### src/rcfp_pkg.sv
// Shared types, constants and register codes of the channel frame parser.
package rcfp_pkg;

   // Widths fixed by the frame format.
   localparam int BYTE_W  = 8;
   localparam int VALUE_W = 16;
   localparam int SLOT_W  = 3;
   localparam int CSR_INDEX_W = 2;
   localparam int CSR_DATA_W  = 16;

   // Default channel count and reset values of the configuration registers.
   localparam int DEFAULT_CHANNELS = 4;
   localparam logic [BYTE_W-1:0]         TIMEOUT_RESET    = 8'd100;
   localparam logic signed [VALUE_W-1:0] LIMIT_HIGH_RESET = 16'sd500;
   localparam logic signed [VALUE_W-1:0] LIMIT_LOW_RESET  = -16'sd500;

   // Sync mark bytes and counter landmarks.
   localparam logic [BYTE_W-1:0] SYNC_OUTER = 8'h00;
   localparam logic [BYTE_W-1:0] SYNC_INNER = 8'hFF;
   localparam logic [BYTE_W-1:0] COUNT_MAX  = 8'hFF;
   localparam logic [BYTE_W-1:0] GROUP_LEN  = 8'd3;

   // Configuration register indexes.
   localparam logic [CSR_INDEX_W-1:0] CSR_TIMEOUT    = 2'd0;
   localparam logic [CSR_INDEX_W-1:0] CSR_LIMIT_HIGH = 2'd1;
   localparam logic [CSR_INDEX_W-1:0] CSR_LIMIT_LOW  = 2'd2;

   // Configuration seen by the update logic.
   typedef struct packed {
      logic [BYTE_W-1:0]         timeout_bytes;
      logic signed [VALUE_W-1:0] limit_high;
      logic signed [VALUE_W-1:0] limit_low;
   } cfg_type;

   // Parser control state.
   typedef struct packed {
      logic [BYTE_W-1:0] win0;
      logic [BYTE_W-1:0] win1;
      logic [BYTE_W-1:0] win2;
      logic [BYTE_W-1:0] count;
      logic [SLOT_W-1:0] slot;
      logic              error;
   } parse_state_type;

endpackage

### src/rcfp_step.sv
// Next-state logic of the parser for one received byte.
module rcfp_step #(
   parameter int CHANNELS = rcfp_pkg::DEFAULT_CHANNELS
) (
   input  rcfp_pkg::cfg_type                          cfg,
   input  rcfp_pkg::parse_state_type                  state_cur,
   input  logic signed [rcfp_pkg::VALUE_W-1:0]        chan_cur [CHANNELS],
   input  logic [rcfp_pkg::BYTE_W-1:0]                rx_byte,
   output rcfp_pkg::parse_state_type                  state_nxt,
   output logic signed [rcfp_pkg::VALUE_W-1:0]        chan_nxt [CHANNELS]
);

   logic [rcfp_pkg::BYTE_W-1:0]         w0, w1, w2;
   logic [rcfp_pkg::BYTE_W-1:0]         cnt_inc, cnt_held;
   logic                                timeout_hit, sync_seen, group_due, check_ok;
   logic                                in_range, slot_free, store_en;
   logic signed [rcfp_pkg::VALUE_W-1:0] raw_value;

   // Shift the window and advance the saturating byte counter.
   assign w0 = state_cur.win1;
   assign w1 = state_cur.win2;
   assign w2 = rx_byte;
   assign cnt_inc = (state_cur.count == rcfp_pkg::COUNT_MAX) ? state_cur.count
                                                             : state_cur.count + 8'd1;

   // Timeout holds the counter at the limit and clears the channels.
   assign timeout_hit = (cnt_inc > rcfp_pkg::GROUP_LEN) && (cnt_inc >= cfg.timeout_bytes);
   assign cnt_held    = timeout_hit ? cfg.timeout_bytes : cnt_inc;

   // Frame decoding: sync mark first, otherwise a complete group.
   assign sync_seen = (w0 == rcfp_pkg::SYNC_OUTER) && (w1 == rcfp_pkg::SYNC_INNER) &&
                      (w2 == rcfp_pkg::SYNC_OUTER);
   assign group_due = !sync_seen && (cnt_held == rcfp_pkg::GROUP_LEN);
   assign check_ok  = ((w0 ^ w1) == w2);
   assign raw_value = {w1, w0};
   assign in_range  = (raw_value <= cfg.limit_high) && (raw_value >= cfg.limit_low);
   assign slot_free = (state_cur.slot < rcfp_pkg::SLOT_W'(CHANNELS));
   assign store_en  = group_due && check_ok && in_range && slot_free;

   // Channel store: a store into the current slot wins over clearing on a timeout.
   always_comb begin
      for (int i = 0; i < CHANNELS; i++) begin
         if (store_en && (state_cur.slot == rcfp_pkg::SLOT_W'(i))) begin
            chan_nxt[i] = raw_value;
         end else if (timeout_hit) begin
            chan_nxt[i] = '0;
         end else begin
            chan_nxt[i] = chan_cur[i];
         end
      end
   end

   // Counter, slot and error flag.
   always_comb begin
      state_nxt      = state_cur;
      state_nxt.win0 = w0;
      state_nxt.win1 = w1;
      state_nxt.win2 = w2;
      state_nxt.count = cnt_held;
      if (sync_seen) begin
         state_nxt.count = '0;
         state_nxt.slot  = '0;
         state_nxt.error = 1'b0;
      end else if (group_due) begin
         if (check_ok) begin
            state_nxt.count = '0;
            state_nxt.error = 1'b0;
            if (slot_free) begin
               state_nxt.slot = state_cur.slot + 3'd1;
            end
         end else begin
            state_nxt.error = 1'b1;
         end
      end
   end

endmodule

### src/rc_channel_frame_parser_core.sv
// Top level of the channel frame parser: registers, configuration and handshakes.
//
//   Channel  Direction  Signals                                   Transfer when
//   req      in         req_valid, req_ready, req_rx_byte          valid && ready
//   rsp      out        rsp_valid, rsp_ready, rsp_channel_a..d,    valid && ready
//                       rsp_check_error
//   csr      in         csr_write_enable, csr_index, csr_write_data write enable high
//
// Each byte is taken at its transfer: the state registers are updated there and hold the
// result, from the next cycle on, until the result is taken.
// A new byte is accepted every cycle while the result slot is empty or being emptied.
// Synchronous reset clears all state, the channels and the registers to defaults.
// A stalled result holds the input back; nothing is lost or repeated.
module rc_channel_frame_parser_core #(
   parameter int CHANNELS = rcfp_pkg::DEFAULT_CHANNELS
) (
   input  logic                                   clock,
   input  logic                                   reset,
   input  logic                                   req_valid,
   output logic                                   req_ready,
   input  logic [rcfp_pkg::BYTE_W-1:0]            req_rx_byte,
   output logic                                   rsp_valid,
   input  logic                                   rsp_ready,
   output logic signed [rcfp_pkg::VALUE_W-1:0]    rsp_channel_a,
   output logic signed [rcfp_pkg::VALUE_W-1:0]    rsp_channel_b,
   output logic signed [rcfp_pkg::VALUE_W-1:0]    rsp_channel_c,
   output logic signed [rcfp_pkg::VALUE_W-1:0]    rsp_channel_d,
   output logic                                   rsp_check_error,
   input  logic                                   csr_write_enable,
   input  logic [rcfp_pkg::CSR_INDEX_W-1:0]       csr_index,
   input  logic [rcfp_pkg::CSR_DATA_W-1:0]        csr_write_data
);

   rcfp_pkg::cfg_type                   cfg_ff;
   rcfp_pkg::parse_state_type           state_ff, state_in;
   logic signed [rcfp_pkg::VALUE_W-1:0] chan_ff [CHANNELS];
   logic signed [rcfp_pkg::VALUE_W-1:0] chan_in [CHANNELS];
   logic                                rsp_valid_ff;
   logic                                req_fire;

   // Handshake: the state registers double as the result register.
   assign req_ready = !rsp_valid_ff || rsp_ready;
   assign req_fire  = req_valid && req_ready;
   assign rsp_valid = rsp_valid_ff;

   // Configuration registers.
   always_ff @(posedge clock) begin
      if (reset) begin
         cfg_ff.timeout_bytes <= rcfp_pkg::TIMEOUT_RESET;
         cfg_ff.limit_high    <= rcfp_pkg::LIMIT_HIGH_RESET;
         cfg_ff.limit_low     <= rcfp_pkg::LIMIT_LOW_RESET;
      end else if (csr_write_enable) begin
         unique case (csr_index)
            rcfp_pkg::CSR_TIMEOUT: begin
               cfg_ff.timeout_bytes <= csr_write_data[rcfp_pkg::BYTE_W-1:0];
            end
            rcfp_pkg::CSR_LIMIT_HIGH: begin
               cfg_ff.limit_high <= csr_write_data;
            end
            rcfp_pkg::CSR_LIMIT_LOW: begin
               cfg_ff.limit_low <= csr_write_data;
            end
            default: begin
               cfg_ff <= cfg_ff;
            end
         endcase
      end
   end

   // Byte update logic.
   rcfp_step #(
      .CHANNELS (CHANNELS)
   ) u_step (
      .cfg       (cfg_ff),
      .state_cur (state_ff),
      .chan_cur  (chan_ff),
      .rx_byte   (req_rx_byte),
      .state_nxt (state_in),
      .chan_nxt  (chan_in)
   );

   // Parser state, channel store and result valid.
   always_ff @(posedge clock) begin
      if (reset) begin
         state_ff     <= '0;
         rsp_valid_ff <= 1'b0;
         for (int i = 0; i < CHANNELS; i++) begin
            chan_ff[i] <= '0;
         end
      end else begin
         if (req_fire) begin
            state_ff <= state_in;
            for (int i = 0; i < CHANNELS; i++) begin
               chan_ff[i] <= chan_in[i];
            end
         end
         if (req_fire) begin
            rsp_valid_ff <= 1'b1;
         end else if (rsp_ready) begin
            rsp_valid_ff <= 1'b0;
         end
      end
   end

   // Result fields; channels beyond the configured count read zero.
   assign rsp_channel_a   = chan_ff[0];
   assign rsp_channel_b   = chan_ff[1];
   assign rsp_check_error = state_ff.error;

   generate
      if (CHANNELS > 2) begin : g_chan_c
         assign rsp_channel_c = chan_ff[2];
      end else begin : g_no_chan_c
         assign rsp_channel_c = '0;
      end
      if (CHANNELS > 3) begin : g_chan_d
         assign rsp_channel_d = chan_ff[3];
      end else begin : g_no_chan_d
         assign rsp_channel_d = '0;
      end
   endgenerate

endmodule

### config.mk
export PLATFORM = sky130hd
export DESIGN_NAME = rc_channel_frame_parser_core
export DESIGN_NICKNAME = d
export VERILOG_FILES = /design/src/rcfp_pkg.sv /design/src/rcfp_step.sv /design/src/rc_channel_frame_parser_core.sv
export SDC_FILE = /design/constraint.sdc
export NUM_CORES = 1
export LEC_CHECK = 0
export BUFFER_PORTS_ARGS = -buffer_cell sky130_fd_sc_hd__buf_2
export CORE_ASPECT_RATIO = 1.75
export CORE_MARGIN = 2
export CORE_UTILIZATION = 55
export CTS_CLUSTER_DIAMETER = 150
export DETAILED_ROUTE_END_ITERATION = 12
export PLACE_DENSITY = 0.87
export SYNTH_ARGS = -nofsm -noshare
export SYNTH_HDL_FRONTEND = slang
export SYNTH_SLANG_ARGS = --single-unit
### constraint.sdc
create_clock -name clock -period 11.53 [get_ports clock]
set_input_delay 0 -clock clock [delete_from_list [all_inputs] [get_ports clock]]
set_output_delay 0 -clock clock [all_outputs]
set_load 0.02 [all_outputs]
==> metrics.txt <==
outcome completed; kind of cell adding the most delay to the critical path simple AND/OR/NAND/NOR gates; vias per cell 5.683; Syn. warnings 0; Iter 0 DRT Violations 384; register area share after synthesis a little under 40%; Netlist cell types just over 60; initial antenna violation count 0; number of synthesized flops with an enable pin 0; postcts setup bufs 0; total wire length approximately 17 mm; peak supply drop 0.1014 mV; syn_area_per_cell 8.734 um^2; share of layout cells above drive strength 1 16.35%; clk sink count 133; largest net degree at the start of global routing 91; final instance area between 8000 and 9000 um^2; Reg2Reg Capture Point rsp_channel_a[12]; GRT Residual Overflow 0; CTS tree done; Placed Cells incl. Taps 1000; via count about 6000; number of synthesized register bits around 130; Final Skew 12.33 ps; row cnt 53; Port Buffers 97; CP most frequent cell ha_1; initial core utilization 56.18%; final HPWL from detailed placement 11.89 mm; Setup Total Neg Slack 0 ps; max-cap viol count 0; Hold Slack 156.6 ps; H-tree depth 4; critical path capture point rsp_channel_a[12]; WP data required 11860 ps; predominant post-synthesis flop cell dfxtp_1; clock buffer depth 2; slowest CP cell a311oi_4; DIE WIDTH 87.70 um; Core Region 12000 um^2; # DRC 0; met3 Track Usage GR 5.318%; worst hold-check path type in -> reg; Buf+Inv Stages, Crit Path 0; vias in the first global route 5901; antenna-violating nets left 0; CP cell instances ha_1 > nand3_1 > nor2_1 > xor2_1 > ha_1 > nand2b_1 > a2111oi_0 > o31a_1 > or3b_1 > a311oi_4 > nand4_4 > mux2i_1; Post-Syn Instances slightly below 800; number of nets in the layout 957; Worst EP arrival 5100 ps; startpoint type of the worst setup path flop; Slew HR 30.26%; M2 GR Usage 49.47%; Final setup violation count 0; FFs w/ async S/R, synth 0%; HP Start csr_index[1]; P_leak 3.893 nW; Tcrit/Tclk final 41.36%; Ports 98; Most Crowded Layer GR met2; Pins Over Slew Limit 0; clock slew at reported path FFs 60 ps; FF-to-FF path depth 12; final hold vios 0; CP peak stage delay approximately 510 ps; CTS buffer count 17; Util after Layout 68.05%; RD Place Congestion between 0.8 and 0.9; final non-filler cell total 1058; CTS Hold Bufs 26; Cell Area, Placed 7292 um^2; worst reg2reg setup slack a little under 7000 ps; Crit. End Element flop; Die H 150.5 um; worst setup path startpoint state_ff[4]; Crit. path cell count 12; Worst R2R Start state_ff[4]; drt first pass iters 5; first-pass GRT wire length roughly 28 mm; gr usage total 27.20%; GR Util met1 28.06%; ANT cells 0; Mapped Area 6743 um^2; Tightest Pin Transition 1043 ps; CTS-repair resized insts 0; worst-skew pair later-pin latency 430 ps; clk root buf clkbuf_16; min Tclk post-route 4769 ps; die area 13200 um^2; Max Fclk 0.2097 GHz; Mapped Nets 849; Critical Setup Path Class reg -> reg; area grow syn2layout 21.14%; power density over the cells 139.6 nW/um^2; RSZ-0062 raised after global routing false; CP max FO 16; WL per Instance 16.47 um
routing by layer:
metal	vias to the layer above	wire, um
met5	-	0
met4	0	900
met3	75	770
met2	223	9319
met1	2827	6434
li1	2888	-
state kept, by name, summed over array words and instances (netlist names):
| signal | cells |
|---|---|
| rsp_channel_a | 16 |
| state_ff | 27 |
| rsp_channel_d | 16 |
| rsp_channel_c | 16 |
| rsp_channel_b | 16 |
| cfg_ff | 40 |
| rsp_check_error | 1 |
| rsp_valid | 1 |
per-stage QoR:
step	total power [W]	setup slack, ps
floorplan	0.0005457	7725
global placement	0.0005705	7028
detailed placement	0.0005728	6902
CTS	0.001141	6850
global route	0.001174	6350
finish	0.001140	6761
synth_stat cells, drive strengths merged (3+ instances only):
cell type	number	area [um^2]
and3	3	18.77
o211ai	3	22.52
and3b	3	26.28
nor2	50	187.7
nand4	12	135.1
a22oi	5	37.54
ha	46	575.6
xor2	9	78.83
inv	49	183.9
nor4	7	43.79
nand2	147	551.8
a21o	4	30.03
xnor2	11	96.34
nor3	6	30.03
nor4b	3	32.53
a21oi	63	315.3
dfxtp	133	2663
nand3	12	60.06
nand3b	3	22.52
mux2i	67	670.6
a211o	18	157.7
buf	12	90.08
clkbuf	27	101.4
o21ai	13	65.06
nand2b	21	131.4
or3	3	18.77
how the worst min path moves through the flow:
stage / end / slack [ps] / depth (start not counted)
after floorplan: cfg_ff[10] / 120 / 1
after global placement: cfg_ff[12] / 220 / 2
after detailed placement: cfg_ff[14] / 220 / 2
after CTS: cfg_ff[38] / 150 / 5
after global routing: cfg_ff[35] / 200 / 5
final: cfg_ff[38] / 160 / 5
placed cells by master (no fill, tap or decap), drive strengths merged, types with 4 or more instances in the layout:
master / n
nand4: 12
o21ai: 13
nor3: 6
a22oi: 5
nor2: 50
a211o: 18
nor4: 7
buf: 102
nand2: 147
dlygate4sd3: 26
nand3: 12
nand2b: 21
mux2i: 67
a21o: 4
dfxtp: 133
xnor2: 11
inv: 56
a21oi: 63
clkbuf: 17
xor2: 9
ha: 46
tightest hold or removal path: cells and delay by family:
family                 cells  cell delay, ps
AND/OR/NAND/NOR            2             150
buffers and inverters      2             290
AO/OA/AOI/OAI              1             100
kinds of logic (layout without fill, tap and decap cells):
| group | count (synthesis) | count (layout) | share of synthesized area, % |
|---|---|---|---|
| AO/OA/AOI/OAI | 133 | 133 | 13.31 |
| XOR/XNOR | 20 | 20 | 2.598 |
| adder cells (fa/ha/maj) | 46 | 46 | 8.536 |
| buffers and inverters | 88 | 209 | 5.567 |
| flip-flops | 133 | 133 | 39.49 |
| multiplexers | 69 | 69 | 10.28 |
| AND/OR/NAND/NOR | 283 | 283 | 20.23 |
report_power, final:
| part | internal (W) | switching, W | leakage (nW) |
|---|---|---|---|
| registers | 0.000469 | 0.0000109 | 1.08 |
| clock network | 0.000346 | 0.000221 | 0.299 |
| logic | 0.0000381 | 0.0000550 | 2.52 |
| total | 0.000853 | 0.000287 | 3.89 |
final cells by class:
class | count | area, um^2
clock buffers | 17 | 425.4
well taps | 165 | 206.4
flip-flops and latches | 133 | 2663
multi-input cells | 551 | 3716
fillers | 895 | 3835
clock inverters | 15 | 190.2
repair buffers | 128 | 783.3
inverters | 49 | 183.9
Note: power is estimated with default switching activity, not from simulation.
